==> src/erd_pkg.sv <==
package erd_pkg;

  localparam int unsigned FLOOR_W  = 8;
  localparam int unsigned CAP_W    = 8;
  localparam int unsigned COUNT_W  = 8;
  localparam int unsigned CAR_W    = 2;
  localparam int unsigned CAR_SLOTS = 4;
  localparam int unsigned TAG_W    = 16;
  localparam int unsigned SETUP_W  = 32;
  localparam int unsigned NUM_W    = 16;
  localparam int unsigned PROD_W   = 24;

  // setup register byte lanes
  localparam int unsigned LO_LSB   = 0;
  localparam int unsigned TOP_LSB  = 8;
  localparam int unsigned CUR_LSB  = 16;
  localparam int unsigned CAP_LSB  = 24;

  typedef enum logic [1:0] {
    ST_IDLE,
    ST_PREP,
    ST_WALK
  } state_t;

  // best-so-far record passed down the cell row
  typedef struct packed {
    logic               s_found;
    logic [CAR_W-1:0]   s_idx;
    logic [NUM_W-1:0]   s_num;
    logic [CAP_W-1:0]   s_cap;
    logic               f_found;
    logic [CAR_W-1:0]   f_idx;
    logic [FLOOR_W-1:0] f_gap;
  } hop_t;

endpackage

==> src/erd_cell.sv <==
module erd_cell #(
  parameter int unsigned CELL_IDX = 0
) (
  input  logic                           clk,
  input  logic                           rst_n,
  input  logic                           cfg_sel,
  input  logic [erd_pkg::SETUP_W-1:0]    cfg_data,
  input  logic [erd_pkg::FLOOR_W-1:0]    start_floor,
  input  logic [erd_pkg::FLOOR_W-1:0]    end_floor,
  input  logic                           inc,
  input  erd_pkg::hop_t                  tok_in,
  output erd_pkg::hop_t                  tok_out
);

  logic [erd_pkg::SETUP_W-1:0] setup_r;
  logic [erd_pkg::COUNT_W-1:0] count_r;

  logic [erd_pkg::FLOOR_W-1:0] lo, top, cur;
  logic [erd_pkg::CAP_W-1:0]   cap;
  logic                        in_a, in_b;
  logic [erd_pkg::FLOOR_W-1:0] gap;

  logic                        q_s_r, q_s_nxt;
  logic                        q_f_r, q_f_nxt;
  logic [erd_pkg::FLOOR_W-1:0] gap_r, gap_nxt;
  logic [erd_pkg::NUM_W-1:0]   num_r, num_nxt;
  logic [erd_pkg::CAP_W-1:0]   cap_r, cap_nxt;

  logic [erd_pkg::PROD_W-1:0]  prod_own, prod_best;
  logic                        take_s, take_f;
  erd_pkg::hop_t               tok_r, tok_nxt;

  assign lo  = setup_r[erd_pkg::LO_LSB  +: erd_pkg::FLOOR_W];
  assign top = setup_r[erd_pkg::TOP_LSB +: erd_pkg::FLOOR_W];
  assign cur = setup_r[erd_pkg::CUR_LSB +: erd_pkg::FLOOR_W];
  assign cap = setup_r[erd_pkg::CAP_LSB +: erd_pkg::CAP_W];

  always_comb begin
    in_a    = (start_floor >= lo) && (start_floor <= top);
    in_b    = (end_floor >= lo) && (end_floor <= top);
    gap     = (cur > start_floor) ? (cur - start_floor) : (start_floor - cur);
    q_s_nxt = in_a && in_b && (count_r < cap);
    q_f_nxt = in_a;
    gap_nxt = gap;
    cap_nxt = cap;
    num_nxt = erd_pkg::NUM_W'(gap) * erd_pkg::NUM_W'(cap) + erd_pkg::NUM_W'(count_r);
  end

  always_ff @(posedge clk) begin
    q_s_r <= q_s_nxt;
    q_f_r <= q_f_nxt;
    gap_r <= gap_nxt;
    num_r <= num_nxt;
    cap_r <= cap_nxt;
  end

  // exact score compare by cross products
  always_comb begin
    prod_own  = erd_pkg::PROD_W'(num_r) * erd_pkg::PROD_W'(tok_in.s_cap);
    prod_best = erd_pkg::PROD_W'(tok_in.s_num) * erd_pkg::PROD_W'(cap_r);
    take_s    = q_s_r && (!tok_in.s_found || (prod_own < prod_best));
    take_f    = q_f_r && (!tok_in.f_found || (gap_r < tok_in.f_gap));
    tok_nxt   = tok_in;
    if (take_s) begin
      tok_nxt.s_found = 1'b1;
      tok_nxt.s_idx   = erd_pkg::CAR_W'(CELL_IDX);
      tok_nxt.s_num   = num_r;
      tok_nxt.s_cap   = cap_r;
    end
    if (take_f) begin
      tok_nxt.f_found = 1'b1;
      tok_nxt.f_idx   = erd_pkg::CAR_W'(CELL_IDX);
      tok_nxt.f_gap   = gap_r;
    end
  end

  always_ff @(posedge clk) begin
    tok_r <= tok_nxt;
  end

  always_ff @(posedge clk) begin
    if (!rst_n) begin
      setup_r <= '0;
      count_r <= '0;
    end else begin
      if (cfg_sel) begin
        setup_r <= cfg_data;
      end
      if (inc) begin
        count_r <= count_r + 1'b1;
      end
    end
  end

  assign tok_out = tok_r;

endmodule

==> src/elevator_request_dispatch.sv <==
// channel | direction | beat contents
// in      | request   | in_rider_tag, in_start_floor, in_end_floor
// out     | result    | out_tag_out, out_car_chosen, out_assigned, out_by_fallback
// cfg     | write     | cfg_index, cfg_data (one car setup per index)
// one request at a time; the cell row paces each beat: the request is scored in
// every cell at once, then the best-so-far record passes one cell per cycle down the row
// the result register frees the input side: the next request is taken while
// a result still waits, the walk holds at its end while the result is stalled
// synchronous active-low reset clears setups, occupant counts and control
module elevator_request_dispatch #(
  parameter int unsigned CAR_COUNT = 4
) (
  input  logic                          clk,
  input  logic                          rst_n,
  input  logic                          in_valid,
  output logic                          in_ready,
  input  logic [erd_pkg::TAG_W-1:0]     in_rider_tag,
  input  logic [erd_pkg::FLOOR_W-1:0]   in_start_floor,
  input  logic [erd_pkg::FLOOR_W-1:0]   in_end_floor,
  output logic                          out_valid,
  input  logic                          out_ready,
  output logic [erd_pkg::TAG_W-1:0]     out_tag_out,
  output logic [erd_pkg::CAR_W-1:0]     out_car_chosen,
  output logic                          out_assigned,
  output logic                          out_by_fallback,
  input  logic                          cfg_we,
  input  logic [erd_pkg::CAR_W-1:0]     cfg_index,
  input  logic [erd_pkg::SETUP_W-1:0]   cfg_data
);

  localparam int unsigned LIVE = (CAR_COUNT < erd_pkg::CAR_SLOTS) ? CAR_COUNT
                                                                   : erd_pkg::CAR_SLOTS;
  localparam int unsigned CW   = $clog2(LIVE + 1);

  erd_pkg::state_t state_r, state_nxt;
  logic [CW-1:0]   cnt_r, cnt_nxt;

  logic [erd_pkg::TAG_W-1:0]   tag_r;
  logic [erd_pkg::FLOOR_W-1:0] start_r, end_r;

  logic                        out_valid_r, out_valid_nxt;
  logic [erd_pkg::TAG_W-1:0]   out_tag_r;
  logic [erd_pkg::CAR_W-1:0]   out_car_r, car_pick;
  logic                        out_asg_r, out_fb_r;

  logic                        in_take, walk_done, load;
  erd_pkg::hop_t               chain [LIVE+1];
  erd_pkg::hop_t               res;

  assign in_take   = in_valid && in_ready;
  assign walk_done = (cnt_r == CW'(LIVE));
  assign chain[0]  = '0;
  assign res       = chain[LIVE];

  always_comb begin
    state_nxt = state_r;
    case (state_r)
      erd_pkg::ST_IDLE: begin
        if (in_valid) state_nxt = erd_pkg::ST_PREP;
      end
      erd_pkg::ST_PREP: begin
        state_nxt = erd_pkg::ST_WALK;
      end
      erd_pkg::ST_WALK: begin
        if (load) state_nxt = erd_pkg::ST_IDLE;
      end
      default: state_nxt = erd_pkg::ST_IDLE;
    endcase
  end

  always_comb begin
    in_ready = 1'b0;
    load     = 1'b0;
    cnt_nxt  = '0;
    case (state_r)
      erd_pkg::ST_IDLE: begin
        in_ready = 1'b1;
      end
      erd_pkg::ST_PREP: begin
        cnt_nxt = '0;
      end
      erd_pkg::ST_WALK: begin
        load    = walk_done && (!out_valid_r || out_ready);
        cnt_nxt = walk_done ? cnt_r : cnt_r + 1'b1;
      end
      default: begin
        in_ready = 1'b0;
      end
    endcase
  end

  always_ff @(posedge clk) begin
    if (!rst_n) begin
      state_r <= erd_pkg::ST_IDLE;
      cnt_r   <= '0;
    end else begin
      state_r <= state_nxt;
      cnt_r   <= cnt_nxt;
    end
  end

  always_ff @(posedge clk) begin
    if (in_take) begin
      tag_r   <= in_rider_tag;
      start_r <= in_start_floor;
      end_r   <= in_end_floor;
    end
  end

  genvar g;
  generate
    for (g = 0; g < LIVE; g++) begin : g_cell
      erd_cell #(
        .CELL_IDX (g)
      ) u_cell (
        .clk         (clk),
        .rst_n       (rst_n),
        .cfg_sel     (cfg_we && (cfg_index == erd_pkg::CAR_W'(g))),
        .cfg_data    (cfg_data),
        .start_floor (start_r),
        .end_floor   (end_r),
        .inc         (load && res.s_found && (res.s_idx == erd_pkg::CAR_W'(g))),
        .tok_in      (chain[g]),
        .tok_out     (chain[g+1])
      );
    end
  endgenerate

  always_comb begin
    if (res.s_found) begin
      car_pick = res.s_idx;
    end else if (res.f_found) begin
      car_pick = res.f_idx;
    end else begin
      car_pick = '0;
    end
    out_valid_nxt = out_valid_r;
    if (out_valid_r && out_ready) out_valid_nxt = 1'b0;
    if (load) out_valid_nxt = 1'b1;
  end

  always_ff @(posedge clk) begin
    if (!rst_n) begin
      out_valid_r <= 1'b0;
    end else begin
      out_valid_r <= out_valid_nxt;
    end
  end

  always_ff @(posedge clk) begin
    if (load) begin
      out_tag_r <= tag_r;
      out_car_r <= car_pick;
      out_asg_r <= res.s_found || res.f_found;
      out_fb_r  <= !res.s_found && res.f_found;
    end
  end

  assign out_valid       = out_valid_r;
  assign out_tag_out     = out_tag_r;
  assign out_car_chosen  = out_car_r;
  assign out_assigned    = out_asg_r;
  assign out_by_fallback = out_fb_r;

  a_accept_prep: assert property (@(posedge clk) disable iff (!rst_n)
    in_valid && in_ready |=> state_r == erd_pkg::ST_PREP)
    else $error("accepted request did not start scoring");

  a_result_from_walk: assert property (@(posedge clk) disable iff (!rst_n)
    $rose(out_valid_r) |-> $past(state_r == erd_pkg::ST_WALK))
    else $error("result appeared without a finished walk");

  a_unassigned_clean: assert property (@(posedge clk) disable iff (!rst_n)
    out_valid && !out_assigned |-> out_car_chosen == '0 && !out_by_fallback)
    else $error("unassigned result carries a car");

  a_cnt_bound: assert property (@(posedge clk) disable iff (!rst_n)
    cnt_r <= CW'(LIVE))
    else $error("walk counter past the cell row");

endmodule
==> config.mk <==
export PLATFORM = sky130hd
export DESIGN_NAME = elevator_request_dispatch
export DESIGN_NICKNAME = d
export VERILOG_FILES = /design/src/erd_pkg.sv /design/src/erd_cell.sv /design/src/elevator_request_dispatch.sv
export SDC_FILE = /design/constraint.sdc
export NUM_CORES = 2
export LEC_CHECK = 0
export ABC_AREA = 1
export BUFFER_PORTS_ARGS = -buffer_cell sky130_fd_sc_hd__clkbuf_2
export CAP_MARGIN = 20
export CORE_ASPECT_RATIO = 0.75
export CORE_MARGIN = 8
export CORE_UTILIZATION = 56
export CTS_BUF_LIST = sky130_fd_sc_hd__clkbuf_4 sky130_fd_sc_hd__clkbuf_8
export CTS_CLUSTER_SIZE = 10
export DETAILED_ROUTE_END_ITERATION = 10
export GPL_TIMING_DRIVEN = 0
export PLACE_DENSITY = 0.78
export SYNTH_ARGS = -nofsm -noshare
export SYNTH_HDL_FRONTEND = slang
export SYNTH_HIERARCHICAL = 1
export SYNTH_SLANG_ARGS = --single-unit
export TNS_END_PERCENT = 20
==> constraint.sdc <==
create_clock -name clk -period 5.9 [get_ports clk]
set_input_delay 0.885 -clock clk [delete_from_list [all_inputs] [get_ports clk]]
set_output_delay 0.885 -clock clk [all_outputs]
set_load 0.02 [all_outputs]
; ---- Word-level counts from Yosys, hierarchy flattened
; Index checks and enable logic that the tools add are counted.
[word_totals]
regBits = 474
input_bits = 71
[classes]
n_addsub = 17
multipliers = 10
magnitude_cmp = 30
n_eq_ne = 11
muxes = 19
reduce_logical = 57
[op_table]
columns = op, count
row1 = $mul A16 B8 Y24, 6
row2 = $lt A24 B24 Y1, 3
row3 = $add A16 B8 Y16, 4
row4 = $ge A8 B8 Y1, 8
row5 = $le A8 B8 Y1, 8
row6 = $mul A8 B8 Y16, 4
row7 = $sub A8 B8 Y8, 8
row8 = $lt A8 B8 Y1, 7
row9 = $mux W24, 2
row10 = $mux W8, 6
row11 = $logic_and A1 B1 Y1, 35
row12 = $add A8 B1 Y8 const B, 4
row13 = $gt A8 B8 Y1, 4
row14 = $mux W27, 1
row15 = $mux W11, 1
row16 = $eq A2 B2 Y1 const B, 5
row17 = $logic_not A1 Y1, 8
row18 = $logic_or A1 B1 Y1, 8
row19 = $mux W2, 4
row20 = $eq A2 B1 Y1 const B, 3
row21 = $logic_not A2 Y1, 3
row22 = $pmux W2 S3, 1
row23 = $mux W1, 4
row24 = $ne A2 B2 Y1 const B, 2
row25 = other kinds (4), 5

; ---- Depth between registers and ports, before layout
[logic_depth]
ltp_word = 6
mapped_depth = 35
depth_no_buf = 32

; ---- By module
; The synthesis kept the hierarchy.
[by_module_without_submodules]
columns = mod, instances, cells_per_inst, area_each_um2, seq_area_each_um2
row1 = erd_cell at g_cell[0].u_cell, 1, 2245, 16577.1, 2242.2
row2 = erd_cell at g_cell[1].u_cell, 1, 2252, 16529.6, 2242.2
row3 = erd_cell at g_cell[2].u_cell, 1, 2234, 16505.8, 2242.2
row4 = erd_cell at g_cell[3].u_cell, 1, 2226, 16464.5, 2242.2
row5 = elevator_request_dispatch, 1, 124, 1989.4, 1681.6

; ---- Worst setup path after synthesis
; Ideal clock, no wire load.
[synth_timing]
path_type = flip-flop to flip-flop
start = register start_r[1] in the netlist's numbering
end = register g_cell[0].u_cell/num_r[15] in the netlist's numbering
arrival_time_ps = 5432
t_required_ps = 5788
setup_slack_ps = 355
path_stages_with_launch = 26
n_path_buf = 0
period_less_slack_ps = 5545
path_cell_list = edfxtp_1 -> inv_1 -> fa_1 -> inv_1 -> o21ai_2 -> nand2_1 -> o211ai_2 -> nand2_4 -> inv_4 -> o21ai_2 -> nand2_2 -> inv_2 -> nand2_1 -> fa_1 -> inv_1 -> fa_1 -> fa_1 -> fa_1 -> ha_1 -> nand2_1 -> nor3_1 -> a21oi_1 -> o21ai_0 -> nand3b_1 -> nand3b_1 -> nand2_1
[synth_between]
elab_chain_cells = 4
elab_cells_between_ends = 6
cone_classes = add/sub: 3 / mul: 1 / order compare: 1 / mux: 1
[synth_rtl]
columns = element, line_no
row1 = from (decl), elevator_request_dispatch.sv:39  ; logic [erd_pkg::FLOOR_W-1:0] start_r, end_r;
row2 = from (signal assigned), elevator_request_dispatch.sv:105  ; start_r <= in_start_floor;
row3 = $sub A8 B8 Y8 or $gt A8 B8 Y1 (tied branches), erd_cell.sv:41  ; gap = (cur > start_floor) ? (cur - start_floor) : (start_floor - cur);
row4 = $mux W8 (*), erd_cell.sv:41
row5 = "net g_cell[0].u_cell.gap, one bit", erd_cell.sv:21  ; logic [erd_pkg::FLOOR_W-1:0] gap;
row6 = $mul A8 B8 Y16 (*), erd_cell.sv:46  ; num_nxt = erd_pkg::NUM_W'(gap) * erd_pkg::NUM_W'(cap) + erd_pkg::NUM_W'(count_r);
row7 = $add A16 B8 Y16 (*), erd_cell.sv:46
row8 = "net g_cell[0].u_cell.num_nxt, one bit", erd_cell.sv:26  ; logic [erd_pkg::NUM_W-1:0] num_r, num_nxt;
row9 = to (signal assigned), erd_cell.sv:53  ; num_r <= num_nxt;
row10 = to (decl), erd_cell.sv:26
; The timed path passes the listed nets; every way through them passes the cells marked *.
; A chain may end at the register's enable or synchronous reset.

; ---- Worst setup path after layout
[layout_timing]
start = register start_r[0] in the netlist's numbering
end = register g_cell[2].u_cell/num_r[14] in the netlist's numbering
[layout_between]
elab_chain_cells = 4
elab_cells_between_ends = 6
cone_classes = add/sub: 3 / mul: 1 / order compare: 1 / mux: 1
[layout_rtl]
columns = element, line_no
row1 = $sub A8 B8 Y8 or $gt A8 B8 Y1 (tied branches), erd_cell.sv:41
row2 = $mux W8 (*), erd_cell.sv:41
row3 = "net g_cell[2].u_cell.gap, one bit", erd_cell.sv:21
row4 = $mul A8 B8 Y16 (*), erd_cell.sv:46
row5 = $add A16 B8 Y16 (*), erd_cell.sv:46
row6 = "net g_cell[2].u_cell.num_nxt, one bit", erd_cell.sv:26
row7 = to (signal assigned), erd_cell.sv:53
row8 = to (decl), erd_cell.sv:26
; Marked as above.

==> results by group <==
Status
  • Status: complete, no violations

Timing
  • Clock Skew: between 0.05 and 0.06 ns
  • Tcrit/Tclk final: 0.986
  • RSZ-0062 raised after global routing: true
  • Fin crit period: 5.82 ns
  • Max Clk Rate: 172 MHz
  • Measured slew at the worst slew-check pin: 1.10 ns
  • Final-report max-slew violation count: 0
  • Final Setup Violations: 0
  • Final hold vios: 0
  • Slew margin rel.: 0.260

Detailed routing
  • DRT Wirelength: 184000 um
  • WL met3: 21700 um
  • Wire length per cell: 17.0 um
  • Vias after detailed routing: 57.7k
  • ANT nets after route: 0
  • Initial DRC count: 5824
  • DRC viols: 0
  • DRT Pass-1 Iters: 6
  • Met1 WL: between 80000 and 90000 um
  • Top Layer Used: met5
  • Via density: approximately 5.3
  • Met2 wire length: 77300 um

Worst setup path
  • Critical path class: reg2reg
  • R2r setup slk: 0.08 ns
  • FF-to-FF Start: start_r[0]
  • Critical Path Start Type: flop
  • CP arrival: 6.35 ns
  • Crit. End Element: flop
  • Reg2Reg Depth: 22
  • Worst Path Required: 6.44 ns
  • R2R Path End: g_cell[2].u_cell/num_r[14]
  • Crit path launch: start_r[0]
  • Crit Path Max Fanout: 8

Pwr
  • Combinational fraction of design power: 0.719
  • Sw Pwr: about 0.015 W
  • Seq pwr share: 0.152
  • Power Total: between 0.02 and 0.03 W
  • Worst IR drop on VDD: 0.000477 V
  • Clk pwr share: 0.129
  • P_int: between 0.01 and 0.015 W
  • Sw frac: 0.516
  • Leak: roughly 45 nW
  • Power per cell area: 385 nW/um^2

Final layout
  • # nets final: 11.0k
  • Area Overhead vs Synth: 10.5%
  • Layout cell share with drive strength beyond 1: 0.0945
  • Final Util: 0.620
  • Layout fillers: 10.1k
  • Cell area after layout: 74000 um^2

Hold path
  • Worst Hold End: start_r[5]
  • Min-delay src: in_start_floor[5]
  • Hold Crit Class: in2reg
  • Min-Delay Path Depth: 1

Clock network
  • CTS Buf Count: 82
  • Skew-Pair Late Insertion Delay: 0.71 ns
  • CTS root buffer: clkbuf_8
  • Htree depth: 3
  • CTS sink count: roughly 470
  • CTS tree: done
  • Worst-path clk slew: 0.06 ns
  • Clk buf depth: 3

GRT
  • Total congestion overflow: 0
  • Total GRT Usage: 0.272
  • First-pass GRT wire length: 293000 um
  • Number of global-route vias before repair: 57.0k
  • Largest net degree at the start of global routing: 14
  • Initial antenna violation count: 5

Logic synthesis
  • Yosys warns: 6
  • Syn Area/Cell: 7.49 um^2
  • Synthesized instance count: just under 9k
  • Synth Cell Area: about 67000 um^2

Placed design
  • Routability congestion estimate: a little under 1
  • Detail Placement HPWL: 148000 um
  • I/O Buffers: 92
  • Post-DP Area: 69700 um^2

Die
  • Area of the die: about 130000 um^2
  • Chip height: 316 um
  • Site row count: 110
  • Initial Util: 0.561
  • Core Area: 119000 um^2
  • I/O Pins: 93
  • Die width: 415 um

Flow run
  • Max-cap violations: 0
final cells by class:
cell class | count | area, um^2 | share of cell area
Multi-Input combinational cell | 5811 | 47900 | 0.647
Sequential cell | 474 | 10200 | 0.138
Inverter | 2364 | 8910 | 0.120
Tap cell | 1568 | 1960 | 0.0265
Timing Repair Buffer | 213 | 1560 | 0.0211
Buffer | 250 | 1480 | 0.0199
Clock buffer | 107 | 1380 | 0.0186
Clock inverter | 45 | 646 | 0.00872
Antenna cell | 7 | 17.5 | 0.000237
routing by layer:
layer / GRT usage / vias to the layer above
met5: 0 / -
met4: 0.0686 / 6
met3: 0.0676 / 335
met2: 0.404 / 2762
met1: 0.399 / 27400
li1: - / 27200
how the worst max path moves through the flow:
stage / endpoint
final: g_cell[2].u_cell/num_r[14]
after global routing: g_cell[3].u_cell/num_r[12]
after CTS: g_cell[2].u_cell/tok_out[16]
after detailed placement: g_cell[1].u_cell/tok_out[18]
after global placement: g_cell[1].u_cell/tok_out[18]
after floorplan: g_cell[0].u_cell/num_r[15]
power by group through the flow:
stage	Sequential, W	Clock (W)	Combinational [W]
6_report	0.00432	0.00369	0.0205
5_1_grt	0.00435	0.00389	0.0232
4_1_cts	0.00419	0.00373	0.0180
3_5_place_dp	0.00400	0	0.0180
3_3_place_gp	0.00399	0	0.0175
2_1_floorplan	0.00389	0	0.0141
flip-flops by register name, summed over array words and instances (netlist names):
name and count:
g_cell.u_cell/num_r 64, out_valid 1, g_cell.u_cell/count_r 32, out_car_chosen 2, g_cell.u_cell/setup_r 128, g_cell.u_cell/cap_r 32
cnt_r 3, out_by_fallback 1, g_cell.u_cell/q_f_r 4, out_tag_out 16, g_cell.u_cell/tok_out 120, out_assigned 1
g_cell.u_cell/gap_r 32, state_r 2, tag_r 16, end_r 8, start_r 8, g_cell.u_cell/q_s_r 4
repair_timing:
item                                    4_1_cts  5_1_grt
endpoints found under the setup margin       84       81
hold buffers                                  0        0
buffers inserted                             40       73
gates resized for setup                     172      377
pin swaps                                     3       88
gates cloned                                  0        6
stage by stage:
| step | cells | setup WS, ns | setup TNS [ns] | hold WS, ns |
|---|---|---|---|---|
| CTS | 10800 | -0.0149 | -0.0149 | 0.287 |
| finish | 10800 | 0.0819 | 0 | 0.344 |
| detailed placement | 10700 | -0.983 | -51.70 | 0.346 |
| global placement | 10700 | -0.892 | -52.44 | 0.339 |
| global route | 10800 | -0.0994 | -2.35 | 0.307 |
| floorplan | 8995 | 0.355 | 0 | 0.326 |
cell usage in the layout, fill, tap and decap left out, types with 123 or more instances in the layout:
cell type and count:
xor2_1 152, inv_1 2328, nand3_1 254, nor2_1 332, o21ai_0 245, ha_1 795
a21oi_1 458, fa_1 847, dfxtp_1 342, nand2_1 2055, clkbuf_1 123, buf_4 128
critical path: stages (launching register included):
cell and delay, ns:
edfxtp_1 0.42, buf_6 0.18, inv_1 0.11, ha_1 0.30, clkbuf_1 0.41, nand4_1 0.23, nand2_4 0.17, inv_4 0.07
nand2_1 0.08, nand2_2 0.13, inv_2 0.16, nand2_1 0.09, fa_1 0.51, inv_1 0.05, fa_1 0.50, fa_1 0.57
fa_1 0.41, ha_1 0.35, a21oi_1 0.21, o21ai_0 0.11, a21oi_1 0.26, o31ai_1 0.15, xor2_1 0.17
No activity file was read; power rests on OpenSTA's default activity.
